File: src/pmst_pkg.sv
// Shared types and constants for the Prim spanning tree block.
// No dependencies; imported by every module of the block.
`timescale 1ns / 1ps

package pmst_pkg;

    // fixed field widths of the item streams
    localparam int VERT_BITS     = 3;
    localparam int WEIGHT_IN_BITS = 8;
    localparam int TOTAL_BITS    = 14;
    localparam logic [TOTAL_BITS-1:0] TOTAL_MAX = '1;

    // item operation codes
    typedef enum logic [1:0] {
        OP_INSERT = 2'd0,
        OP_RUN    = 2'd1,
        OP_CLEAR  = 2'd2
    } opcode_t;

    // command from the input side to the matrix store
    typedef struct packed {
        logic                      valid;
        opcode_t                   op;
        logic [VERT_BITS-1:0]      vertex_a;
        logic [VERT_BITS-1:0]      vertex_b;
        logic [WEIGHT_IN_BITS-1:0] weight;
    } mat_cmd_t;

    // one result item
    typedef struct packed {
        logic [VERT_BITS-1:0]      parent_vertex;
        logic [VERT_BITS-1:0]      child_vertex;
        logic [WEIGHT_IN_BITS-1:0] edge_weight;
        logic [TOTAL_BITS-1:0]     total_weight;
        logic                      last;
        logic                      disconnected;
    } result_t;

endpackage

File: src/pmst_matrix.sv
// Adjacency cost matrix store: one synchronous memory, one entry per vertex pair.
// Handles edge inserts (two mirrored writes) and clearing sweeps; depends on pmst_pkg.
`timescale 1ns / 1ps

module pmst_matrix
    import pmst_pkg::*;
#(
    parameter int VERTICES    = 8,
    parameter int WEIGHT_BITS = 8
) (
    input  logic                            aclk,
    input  logic                            aresetn,
    input  mat_cmd_t                        cmd_i,
    output logic                            busy_o,
    input  logic                            rd_en_i,
    input  logic [$clog2(VERTICES)-1:0]     rd_row_i,
    input  logic [$clog2(VERTICES)-1:0]     rd_col_i,
    output logic [WEIGHT_BITS-1:0]          rd_data_o
);

    localparam int VW = $clog2(VERTICES);
    localparam int AW = $clog2(VERTICES * VERTICES);
    localparam logic [WEIGHT_BITS-1:0] NO_EDGE  = '1;
    localparam logic [AW-1:0]          LAST_ADDR = AW'(VERTICES * VERTICES - 1);

    typedef enum logic [1:0] {
        M_CLEAR,
        M_IDLE,
        M_MIRROR
    } mstate_t;

    mstate_t                state_reg;
    logic [AW-1:0]          ptr_reg;
    logic [VW-1:0]          row_reg;
    logic [VW-1:0]          col_reg;
    logic [WEIGHT_BITS-1:0] w_reg;

    logic [WEIGHT_BITS-1:0] mem [VERTICES * VERTICES];
    logic [WEIGHT_BITS-1:0] rd_data_reg;

    logic                   wr_en;
    logic [AW-1:0]          wr_addr;
    logic [WEIGHT_BITS-1:0] wr_data;
    logic                   ins_ok;

    function automatic logic [AW-1:0] addr_of(input logic [VW-1:0] r, input logic [VW-1:0] c);
        return AW'(r) * AW'(VERTICES) + AW'(c);
    endfunction

    // insert is taken only with both endpoints inside the graph
    assign ins_ok = cmd_i.valid && (cmd_i.op == OP_INSERT)
                    && (32'(cmd_i.vertex_a) < VERTICES) && (32'(cmd_i.vertex_b) < VERTICES);

    // write port select
    always_comb begin
        wr_en   = 1'b0;
        wr_addr = ptr_reg;
        wr_data = NO_EDGE;
        case (state_reg)
            M_CLEAR: begin
                wr_en = 1'b1;
            end
            M_MIRROR: begin
                wr_en   = 1'b1;
                wr_addr = addr_of(col_reg, row_reg);
                wr_data = w_reg;
            end
            M_IDLE: begin
                if (ins_ok) begin
                    wr_en   = 1'b1;
                    wr_addr = addr_of(VW'(cmd_i.vertex_a), VW'(cmd_i.vertex_b));
                    wr_data = WEIGHT_BITS'(cmd_i.weight);
                end
            end
            default: begin
                wr_en = 1'b0;
            end
        endcase
    end

    // sequencer for clearing sweeps and mirrored writes
    always_ff @(posedge aclk) begin
        if (!aresetn) begin
            state_reg <= M_CLEAR;
            ptr_reg   <= '0;
        end else begin
            case (state_reg)
                M_CLEAR: begin
                    if (ptr_reg == LAST_ADDR) begin
                        state_reg <= M_IDLE;
                    end
                    ptr_reg <= ptr_reg + 1'b1;
                end
                M_IDLE: begin
                    if (ins_ok) begin
                        state_reg <= M_MIRROR;
                        row_reg   <= VW'(cmd_i.vertex_a);
                        col_reg   <= VW'(cmd_i.vertex_b);
                        w_reg     <= WEIGHT_BITS'(cmd_i.weight);
                    end else if (cmd_i.valid && (cmd_i.op == OP_CLEAR)) begin
                        state_reg <= M_CLEAR;
                        ptr_reg   <= '0;
                    end
                end
                M_MIRROR: begin
                    state_reg <= M_IDLE;
                end
                default: begin
                    state_reg <= M_IDLE;
                end
            endcase
        end
    end

    // memory write and registered read
    always_ff @(posedge aclk) begin
        if (wr_en) begin
            mem[wr_addr] <= wr_data;
        end
        if (rd_en_i) begin
            rd_data_reg <= mem[addr_of(rd_row_i, rd_col_i)];
        end
    end

    assign rd_data_o = rd_data_reg;
    assign busy_o    = (state_reg != M_IDLE);

endmodule

File: src/pmst_engine.sv
// Prim run sequencer: best-cost/parent memory, tree membership and per-step scan.
// Reads matrix rows through the pmst_matrix read port; depends on pmst_pkg.
`timescale 1ns / 1ps

module pmst_engine
    import pmst_pkg::*;
#(
    parameter int VERTICES    = 8,
    parameter int WEIGHT_BITS = 8
) (
    input  logic                            aclk,
    input  logic                            aresetn,
    input  logic                            start_i,
    input  logic [VERT_BITS-1:0]            start_vertex_i,
    output logic                            busy_o,
    output logic                            mat_rd_en_o,
    output logic [$clog2(VERTICES)-1:0]     mat_rd_row_o,
    output logic [$clog2(VERTICES)-1:0]     mat_rd_col_o,
    input  logic [WEIGHT_BITS-1:0]          mat_rd_data_i,
    output logic                            res_valid_o,
    input  logic                            res_ready_i,
    output result_t                         res_o
);

    localparam int VW = $clog2(VERTICES);
    localparam int SW = ((WEIGHT_BITS > TOTAL_BITS) ? WEIGHT_BITS : TOTAL_BITS) + 1;
    localparam logic [WEIGHT_BITS-1:0] NO_EDGE = '1;
    localparam logic [VW-1:0]          LAST_V  = VW'(VERTICES - 1);

    typedef enum logic [1:0] {
        E_IDLE,
        E_PASS,
        E_WAIT,
        E_EMIT
    } estate_t;

    typedef struct packed {
        logic [WEIGHT_BITS-1:0] cost;
        logic [VW-1:0]          parent;
    } best_t;

    estate_t                state_reg;
    logic [VW-1:0]          cur_reg;
    logic [VW-1:0]          idx_reg;
    logic [VW-1:0]          step_reg;
    logic                   first_reg;
    logic [VERTICES-1:0]    in_tree_reg;
    logic [TOTAL_BITS-1:0]  total_reg;
    logic [WEIGHT_BITS-1:0] min_cost_reg;
    logic [VW-1:0]          min_idx_reg;
    logic [VW-1:0]          min_par_reg;
    logic                   found_reg;
    logic                   s1_vld_reg;
    logic [VW-1:0]          s1_idx_reg;

    best_t                  best_mem [VERTICES];
    best_t                  best_rd_reg;

    logic                   rd_en;
    logic                   s1_open;
    logic                   take;
    best_t                  new_best;
    logic                   wr_en;
    logic                   better;
    logic [SW-1:0]          sum_wide;
    logic [TOTAL_BITS-1:0]  sum_sat;
    logic                   last_step;

    assign rd_en = (state_reg == E_PASS);

    // relax one entry: the first pass seeds every entry outside the tree from the start row
    always_comb begin
        s1_open  = s1_vld_reg && !in_tree_reg[s1_idx_reg];
        take     = first_reg || (mat_rd_data_i < best_rd_reg.cost);
        new_best = best_rd_reg;
        if (take) begin
            new_best.cost   = mat_rd_data_i;
            new_best.parent = cur_reg;
        end
        wr_en  = s1_open && take;
        better = s1_open && (new_best.cost < min_cost_reg);
    end

    // saturating running total with the chosen edge
    always_comb begin
        sum_wide = SW'(total_reg) + SW'(min_cost_reg);
        sum_sat  = (sum_wide > SW'(TOTAL_MAX)) ? TOTAL_MAX : TOTAL_BITS'(sum_wide);
    end

    assign last_step = (step_reg == LAST_V);

    // result item
    always_comb begin
        res_o.parent_vertex = found_reg ? VERT_BITS'(min_par_reg) : '0;
        res_o.child_vertex  = found_reg ? VERT_BITS'(min_idx_reg) : '0;
        res_o.edge_weight   = found_reg ? WEIGHT_IN_BITS'(min_cost_reg) : '0;
        res_o.total_weight  = found_reg ? sum_sat : total_reg;
        res_o.last          = !found_reg || last_step;
        res_o.disconnected  = !found_reg;
    end

    // best-cost memory: read at the scan index, write back in the following cycle
    always_ff @(posedge aclk) begin
        if (rd_en) begin
            best_rd_reg <= best_mem[idx_reg];
        end
        if (wr_en) begin
            best_mem[s1_idx_reg] <= new_best;
        end
        s1_idx_reg <= idx_reg;
    end

    // run sequencer
    always_ff @(posedge aclk) begin
        if (!aresetn) begin
            state_reg   <= E_IDLE;
            s1_vld_reg  <= 1'b0;
            in_tree_reg <= '0;
            found_reg   <= 1'b0;
            total_reg   <= '0;
        end else begin
            s1_vld_reg <= rd_en;
            if (better) begin
                min_cost_reg <= new_best.cost;
                min_idx_reg  <= s1_idx_reg;
                min_par_reg  <= new_best.parent;
                found_reg    <= 1'b1;
            end
            case (state_reg)
                E_IDLE: begin
                    if (start_i) begin
                        found_reg <= 1'b0;
                        total_reg <= '0;
                        if (32'(start_vertex_i) < VERTICES) begin
                            state_reg    <= E_PASS;
                            cur_reg      <= VW'(start_vertex_i);
                            in_tree_reg  <= VERTICES'(1) << VW'(start_vertex_i);
                            idx_reg      <= '0;
                            step_reg     <= VW'(1);
                            first_reg    <= 1'b1;
                            min_cost_reg <= NO_EDGE;
                        end else begin
                            state_reg <= E_EMIT;
                        end
                    end
                end
                E_PASS: begin
                    if (idx_reg == LAST_V) begin
                        state_reg <= E_WAIT;
                    end
                    idx_reg <= idx_reg + 1'b1;
                end
                E_WAIT: begin
                    state_reg <= E_EMIT;
                end
                E_EMIT: begin
                    if (res_ready_i) begin
                        if (!found_reg || last_step) begin
                            state_reg <= E_IDLE;
                        end else begin
                            state_reg    <= E_PASS;
                            total_reg    <= sum_sat;
                            in_tree_reg  <= in_tree_reg | (VERTICES'(1) << min_idx_reg);
                            cur_reg      <= min_idx_reg;
                            step_reg     <= step_reg + 1'b1;
                            idx_reg      <= '0;
                            first_reg    <= 1'b0;
                            min_cost_reg <= NO_EDGE;
                            found_reg    <= 1'b0;
                        end
                    end
                end
                default: begin
                    state_reg <= E_IDLE;
                end
            endcase
        end
    end

    assign busy_o       = (state_reg != E_IDLE);
    assign res_valid_o  = (state_reg == E_EMIT);
    assign mat_rd_en_o  = rd_en;
    assign mat_rd_row_o = cur_reg;
    assign mat_rd_col_o = idx_reg;

endmodule

File: src/prim_minimum_spanning_tree.sv
// Prim minimum spanning tree over an adjacency-matrix store: top level with stream ports.
// Instantiates pmst_matrix and pmst_engine; depends on pmst_pkg.
//
// Items on the slave side carry an opcode in s_tuser: insert an undirected edge, clear the
// graph, or run Prim's method from vertex_a. A run emits one result per tree edge in the
// order chosen (closest vertex first, lowest index on ties), with a running total that
// saturates at 16383; the final result has m_tlast set, and m_tuser flags a run that found
// no reachable vertex outside the tree. Each tree step is one scan over a matrix row and the
// best-cost memory, paced by the single read port of each memory; output stalls lengthen a run.
// An insert is two mirrored writes. After reset and after each clear item the matrix is swept
// one entry a cycle, during which s_tready is low.
`timescale 1ns / 1ps

module prim_minimum_spanning_tree
    import pmst_pkg::*;
#(
    parameter int VERTICES    = 8,
    parameter int WEIGHT_BITS = 8
) (
    input  logic        aclk,
    input  logic        aresetn,
    input  logic        s_tvalid,
    output logic        s_tready,
    input  logic [15:0] s_tdata,   // vertex_a[2:0], vertex_b[5:3], weight[13:6], zero pad
    input  logic [1:0]  s_tuser,   // opcode[1:0]
    output logic        m_tvalid,
    input  logic        m_tready,
    output logic [31:0] m_tdata,   // parent[2:0], child[5:3], edge_weight[13:6],
                                   // total_weight[27:14], zero pad
    output logic        m_tlast,
    output logic [0:0]  m_tuser    // disconnected[0]
);

    localparam int VW = $clog2(VERTICES);

    logic                   accept;
    opcode_t                op;
    mat_cmd_t               mat_cmd;
    logic                   mat_busy;
    logic                   eng_busy;
    logic                   run_start;
    logic                   rd_en;
    logic [VW-1:0]          rd_row;
    logic [VW-1:0]          rd_col;
    logic [WEIGHT_BITS-1:0] rd_data;
    logic                   res_valid;
    logic                   res_ready;
    result_t                res;
    logic                   m_tvalid_reg;
    result_t                out_reg;

    assign s_tready = !mat_busy && !eng_busy;
    assign accept   = s_tvalid && s_tready;
    assign op       = opcode_t'(s_tuser);

    // item decode and dispatch
    always_comb begin
        mat_cmd.valid    = 1'b0;
        mat_cmd.op       = op;
        mat_cmd.vertex_a = s_tdata[2:0];
        mat_cmd.vertex_b = s_tdata[5:3];
        mat_cmd.weight   = s_tdata[13:6];
        run_start        = 1'b0;
        case (op)
            OP_INSERT: mat_cmd.valid = accept;
            OP_CLEAR:  mat_cmd.valid = accept;
            OP_RUN:    run_start     = accept;
            default:   run_start     = 1'b0;
        endcase
    end

    pmst_matrix #(
        .VERTICES    (VERTICES),
        .WEIGHT_BITS (WEIGHT_BITS)
    ) u_matrix (
        .aclk      (aclk),
        .aresetn   (aresetn),
        .cmd_i     (mat_cmd),
        .busy_o    (mat_busy),
        .rd_en_i   (rd_en),
        .rd_row_i  (rd_row),
        .rd_col_i  (rd_col),
        .rd_data_o (rd_data)
    );

    pmst_engine #(
        .VERTICES    (VERTICES),
        .WEIGHT_BITS (WEIGHT_BITS)
    ) u_engine (
        .aclk           (aclk),
        .aresetn        (aresetn),
        .start_i        (run_start),
        .start_vertex_i (s_tdata[2:0]),
        .busy_o         (eng_busy),
        .mat_rd_en_o    (rd_en),
        .mat_rd_row_o   (rd_row),
        .mat_rd_col_o   (rd_col),
        .mat_rd_data_i  (rd_data),
        .res_valid_o    (res_valid),
        .res_ready_i    (res_ready),
        .res_o          (res)
    );

    // output register
    assign res_ready = !m_tvalid_reg || m_tready;

    always_ff @(posedge aclk) begin
        if (!aresetn) begin
            m_tvalid_reg <= 1'b0;
        end else if (res_ready) begin
            m_tvalid_reg <= res_valid;
        end
        if (res_ready && res_valid) begin
            out_reg <= res;
        end
    end

    assign m_tvalid = m_tvalid_reg;
    assign m_tdata  = {4'd0, out_reg.total_weight, out_reg.edge_weight,
                       out_reg.child_vertex, out_reg.parent_vertex};
    assign m_tlast  = out_reg.last;
    assign m_tuser  = out_reg.disconnected;

endmodule

File: config.mk
export PLATFORM = sky130hd
export DESIGN_NAME = prim_minimum_spanning_tree
export DESIGN_NICKNAME = d
export VERILOG_FILES = /design/src/pmst_pkg.sv /design/src/pmst_matrix.sv /design/src/pmst_engine.sv /design/src/prim_minimum_spanning_tree.sv
export SDC_FILE = /design/constraint.sdc
export NUM_CORES = 1
export LEC_CHECK = 0
export BUFFER_PORTS_ARGS = -buffer_cell sky130_fd_sc_hd__buf_4
export CORE_AREA = 10 10 278 333
export CTS_BUF_LIST = sky130_fd_sc_hd__clkbuf_4 sky130_fd_sc_hd__clkbuf_8
export CTS_CLUSTER_SIZE = 40
export DETAILED_ROUTE_END_ITERATION = 10
export DIE_AREA = 0 0 288 343
export GPL_ROUTABILITY_DRIVEN = 0
export SYNTH_ARGS = -nofsm -noshare
export SYNTH_HDL_FRONTEND = slang
export SYNTH_HIERARCHICAL = 1
export SYNTH_SLANG_ARGS = --single-unit
File: constraint.sdc
create_clock -name aclk -period 3.7 [get_ports aclk]
set_input_delay 0.74 -clock aclk [delete_from_list [all_inputs] [get_ports aclk]]
set_output_delay 0.74 -clock aclk [all_outputs]
set_load 0.02 [all_outputs]
==> impl.org <==
** Outcome
- Run status :: complete, no violations

** Final layout
- Final design utilization :: 0.407
- The layout has 7723 filler cells.
- u_matrix/mem holds more flip-flops than any other register.
- The final layout contains 1943 nets.
- In the final layout, the share of cells above drive strength 1 is 0.314.
- From synthesis to final layout, the design area changed by 17.4%.
- Flip-flop count of the largest register after layout :: 512

** Yosys
- Mean cell area of the mapped netlist :: 18.2 µm²
- Post-synthesis async set-or-reset flop share :: 0
- Gate Count Post-Synth :: 1637
- Number of enable flip-flop cells after synthesis :: 687
- Proportion of synthesized area in mux cells :: 0.141
- Synthesized-area fraction occupied by ao, oa, aoi and oai cells :: 0.0531
- For this run, the number of Yosys warnings is 6.
- Yosys top cell by area :: sky130_fd_sc_hd__edfxtp_1
- Commonest cells in the netlist :: 687 x sky130_fd_sc_hd__edfxtp_1, 164 x sky130_fd_sc_hd__mux4_2, 126 x sky130_fd_sc_hd__nor2_1
- The share of the Yosys chip area taken by registers is 0.718.
- Post-synthesis share of cell area spent on full adders, half adders and majority gates :: 0.0154
- Portion of synthesized cell area occupied by the leading cell type :: 0.693
- Post-Synth XOR/XNOR Area :: 0.00176
- Post-Synth Simple-Gate Area :: 0.0503
- For this run, the leading register cell type out of synthesis is sky130_fd_sc_hd__edfxtp_1.
- Synthesis instantiated 81 different standard cells from the library.
- The most common cell in the synthesized netlist is sky130_fd_sc_hd__edfxtp_1.
- Yosys attributes the largest share of cell area to sky130_fd_sc_hd__edfxtp_1 69%, sky130_fd_sc_hd__mux4_2 12%, sky130_fd_sc_hd__dfxtp_1 2.6%.
- Dominant combinational cell family by area after synthesis :: multiplexers
- Cell area after synthesis :: 29800 µm²
- FF+latch count, synth :: 725

** Power
- Total power :: 19.4 mW
- Worst VDD drop :: 0.000320 V
- Static Leak :: 11.5 nW
- Dividing total power by cell area gives a power density of 556 nW/µm².

** Timing
- Worst Clk Skew :: 0.0377 ns
- For the final routed database, the setup TNS stands at 0 ns.
- Unrepaired setup endpoints after global routing :: true
- The number of hold violations in the final report is 0.
- The worst path meets setup with 0.0372 ns of slack.
- Final Slew Violations :: 0
- Worst relative slew slack :: 0.381
- Tmin final :: 3.66 ns
- Slew at the pin with the worst max-slew slack :: 0.929 ns
- Final count of negative-setup-slack endpoints :: 0
- Derived from the worst setup path, the maximum achievable clock frequency is 273 MHz.
- Final critical-path share of the clock period :: 0.990
- On the final layout, the worst hold slack is 0.209 ns.

** Floorplan
- Row generation in the floorplan step produced 118 rows.
- Initial Util :: 0.347
- Floorplan core area :: 85900 µm²
- In this run the vertical extent of the chip is 343 µm.
- The floorplan step set the die width to 288 µm.
- Number of ports placed on the die boundary :: 58
- The die covers 98800 µm².

** Route
- Number of vias in the routed layout :: 16200
- The pre-antenna-repair detailed-routing pass consisted of 8 iterations.
- Antenna-violating nets left :: 0
- The final layout contains routed wiring with a total length of 68.7 mm.
- Dividing the detail-routed wire length by the instance count gives 22.0 µm.
- After detailed routing, the number of vias per cell comes to 5.20.
- Drt drc :: 0
- The detailed router finished its first iteration with 1367 violations.

** Global routing
- Vias in the first global route :: 16800
- Residual overflow from global routing :: 0
- In the global route stage, overall resource usage came out at 0.137.
- The initial antenna violation count is 2.
- The first global-routing pass estimated 104 mm of wire.
- Pin count of the biggest net entering global routing :: 65

** Worst setup path
- Worst EP required :: 4.16 ns
- Largest fanout on the critical path :: 6
- Nature of the critical path startpoint :: flip-flop
- Worst setup path category :: flip-flop to flip-flop
- Critical Path Sink Type :: flip-flop
- Arrival time of data at the critical path endpoint :: 4.12 ns
- For flop-to-flop paths, the worst setup slack is 0.04 ns.

** Place
- Timing analysis after detailed placement gives a worst setup slack of -0.160 ns.
- The wire-length estimate of the detail-placed layout is 43.6 mm.
- Port buffering added 51 buffers.

** Clock tree
- TritonCTS built the clock tree.
- TritonCTS created 114 clock buffers.
- The tree built by TritonCTS fans out to 725 sinks.
- The clock tree synthesis step divided the H-tree into 3 levels.
- Clock latency on the worst-skew pair, taken at its later pin, is 0.73 ns.
- Clock tree root driver cell :: sky130_fd_sc_hd__clkbuf_8
- Clock transition at the register clock pins on the worst setup and hold paths after CTS :: 0.06 ns
- Clock Path Buffers :: 3

** Run
- The tool flagged a number of max-cap violations equal to 0.

** Hold path
- The path class of the tightest hold or removal check is primary input to flip-flop.
[cells in the final DEF, fill, tap and decap left out, types with 6 or more instances in the layout]
cell and instances:
sky130_fd_sc_hd__a211oi_1 7, sky130_fd_sc_hd__a21o_1 15, sky130_fd_sc_hd__a21oi_1 34, sky130_fd_sc_hd__a221o_2 8, sky130_fd_sc_hd__a22o_1 16, sky130_fd_sc_hd__a22oi_1 12, sky130_fd_sc_hd__a31oi_1 9, sky130_fd_sc_hd__and2_1 14
sky130_fd_sc_hd__and3_1 6, sky130_fd_sc_hd__buf_12 16, sky130_fd_sc_hd__buf_4 189, sky130_fd_sc_hd__clkbuf_4 51, sky130_fd_sc_hd__clkbuf_8 116, sky130_fd_sc_hd__clkinv_1 23, sky130_fd_sc_hd__clkinv_2 11, sky130_fd_sc_hd__dfxtp_1 38
sky130_fd_sc_hd__edfxtp_1 687, sky130_fd_sc_hd__ha_1 33, sky130_fd_sc_hd__inv_1 46, sky130_fd_sc_hd__mux2_2 16, sky130_fd_sc_hd__mux2i_1 30, sky130_fd_sc_hd__mux4_2 164, sky130_fd_sc_hd__nand2_1 56, sky130_fd_sc_hd__nand2b_1 9
sky130_fd_sc_hd__nand3_1 25, sky130_fd_sc_hd__nand4_1 8, sky130_fd_sc_hd__nor2_1 126, sky130_fd_sc_hd__nor2b_1 8, sky130_fd_sc_hd__nor3_1 24, sky130_fd_sc_hd__o211ai_1 9, sky130_fd_sc_hd__o21ai_0 32, sky130_fd_sc_hd__o21ai_1 9
sky130_fd_sc_hd__o22ai_1 7, sky130_fd_sc_hd__o31ai_1 10
[final timing paths]
check | startpoint | to | depth (start not counted)
worst max-delay path | u_engine/best_rd_reg[5] | u_engine/min_cost_reg[7] | 15
worst min-delay path | s_tdata[13] | u_matrix/w_reg[7] | 1
worst max register to register | u_engine/best_rd_reg[5] | u_engine/min_cost_reg[7] | 15
worst min register to register | u_engine/in_tree_reg[5] | u_engine/in_tree_reg[5] | 1
[worst max-delay path: stages (launching register included)]
cell and delay (ns):
sky130_fd_sc_hd__edfxtp_1 0.41, sky130_fd_sc_hd__inv_2 0.09, sky130_fd_sc_hd__ha_4 0.21, sky130_fd_sc_hd__a21o_1 0.18, sky130_fd_sc_hd__a221oi_2 0.32, sky130_fd_sc_hd__o21ai_2 0.14, sky130_fd_sc_hd__and2_4 0.21, sky130_fd_sc_hd__a21o_1 0.19
sky130_fd_sc_hd__ha_1 0.31, sky130_fd_sc_hd__a211oi_2 0.25, sky130_fd_sc_hd__nor2_1 0.10, sky130_fd_sc_hd__a211oi_2 0.19, sky130_fd_sc_hd__nand3b_1 0.16, sky130_fd_sc_hd__buf_4 0.23, sky130_fd_sc_hd__a2111oi_4 0.31, sky130_fd_sc_hd__nor3_1 0.11
[metal layers]
layer,track usage,share of wire,vias to the layer above
li1,-,-,7155
met1,0.172,0.41,8432
met2,0.237,0.51,527
met3,0.0246,0.058,117
met4,0.0425,0.028,0
met5,0,0,-
[report_power, final]
group / switching (mW) / internal (mW) / total (mW)
clock network: 3.09 / 3.52 / 6.61
registers: 0.205 / 9.44 / 9.64
logic: 1.88 / 1.31 / 3.19
[area by class of cell]
cell class,count,area (µm²),share of cell area
Timing Repair Buffer,206,1750,0.0501
Sequential cell,725,21400,0.612
Antenna cell,2,5.00,0.000143
Inverter,49,184,0.00526
Multi-Input combinational cell,789,7980,0.228
Tap cell,1140,1430,0.0408
Clock buffer,167,1980,0.0566
Clock inverter,41,259,0.00741
[stage by stage]
step | cells | area, µm²
finish | 3119 | 35000
global route | 3119 | 35000
CTS | 3113 | 34800
detailed placement | 2903 | 32500
global placement | 2903 | 32500
floorplan | 1640 | 29800
[kinds of logic after synthesis]
family,count (synthesis)
muxes,211
buffers and inverters,126
DFF,725
and+or+nand+nor,313
adders and majority gates,36
xor gates and xnor gates,6
other,1
AOI/OAI and AO/OA,219
[what timing repair did]
action	in CTS	in global routing
gates resized for setup	2	33
hold buffers	0	0
setup buffers	2	4
pin swaps	1	14
setup endpoints to repair	7	296
Power figures use the tool's default switching activity.
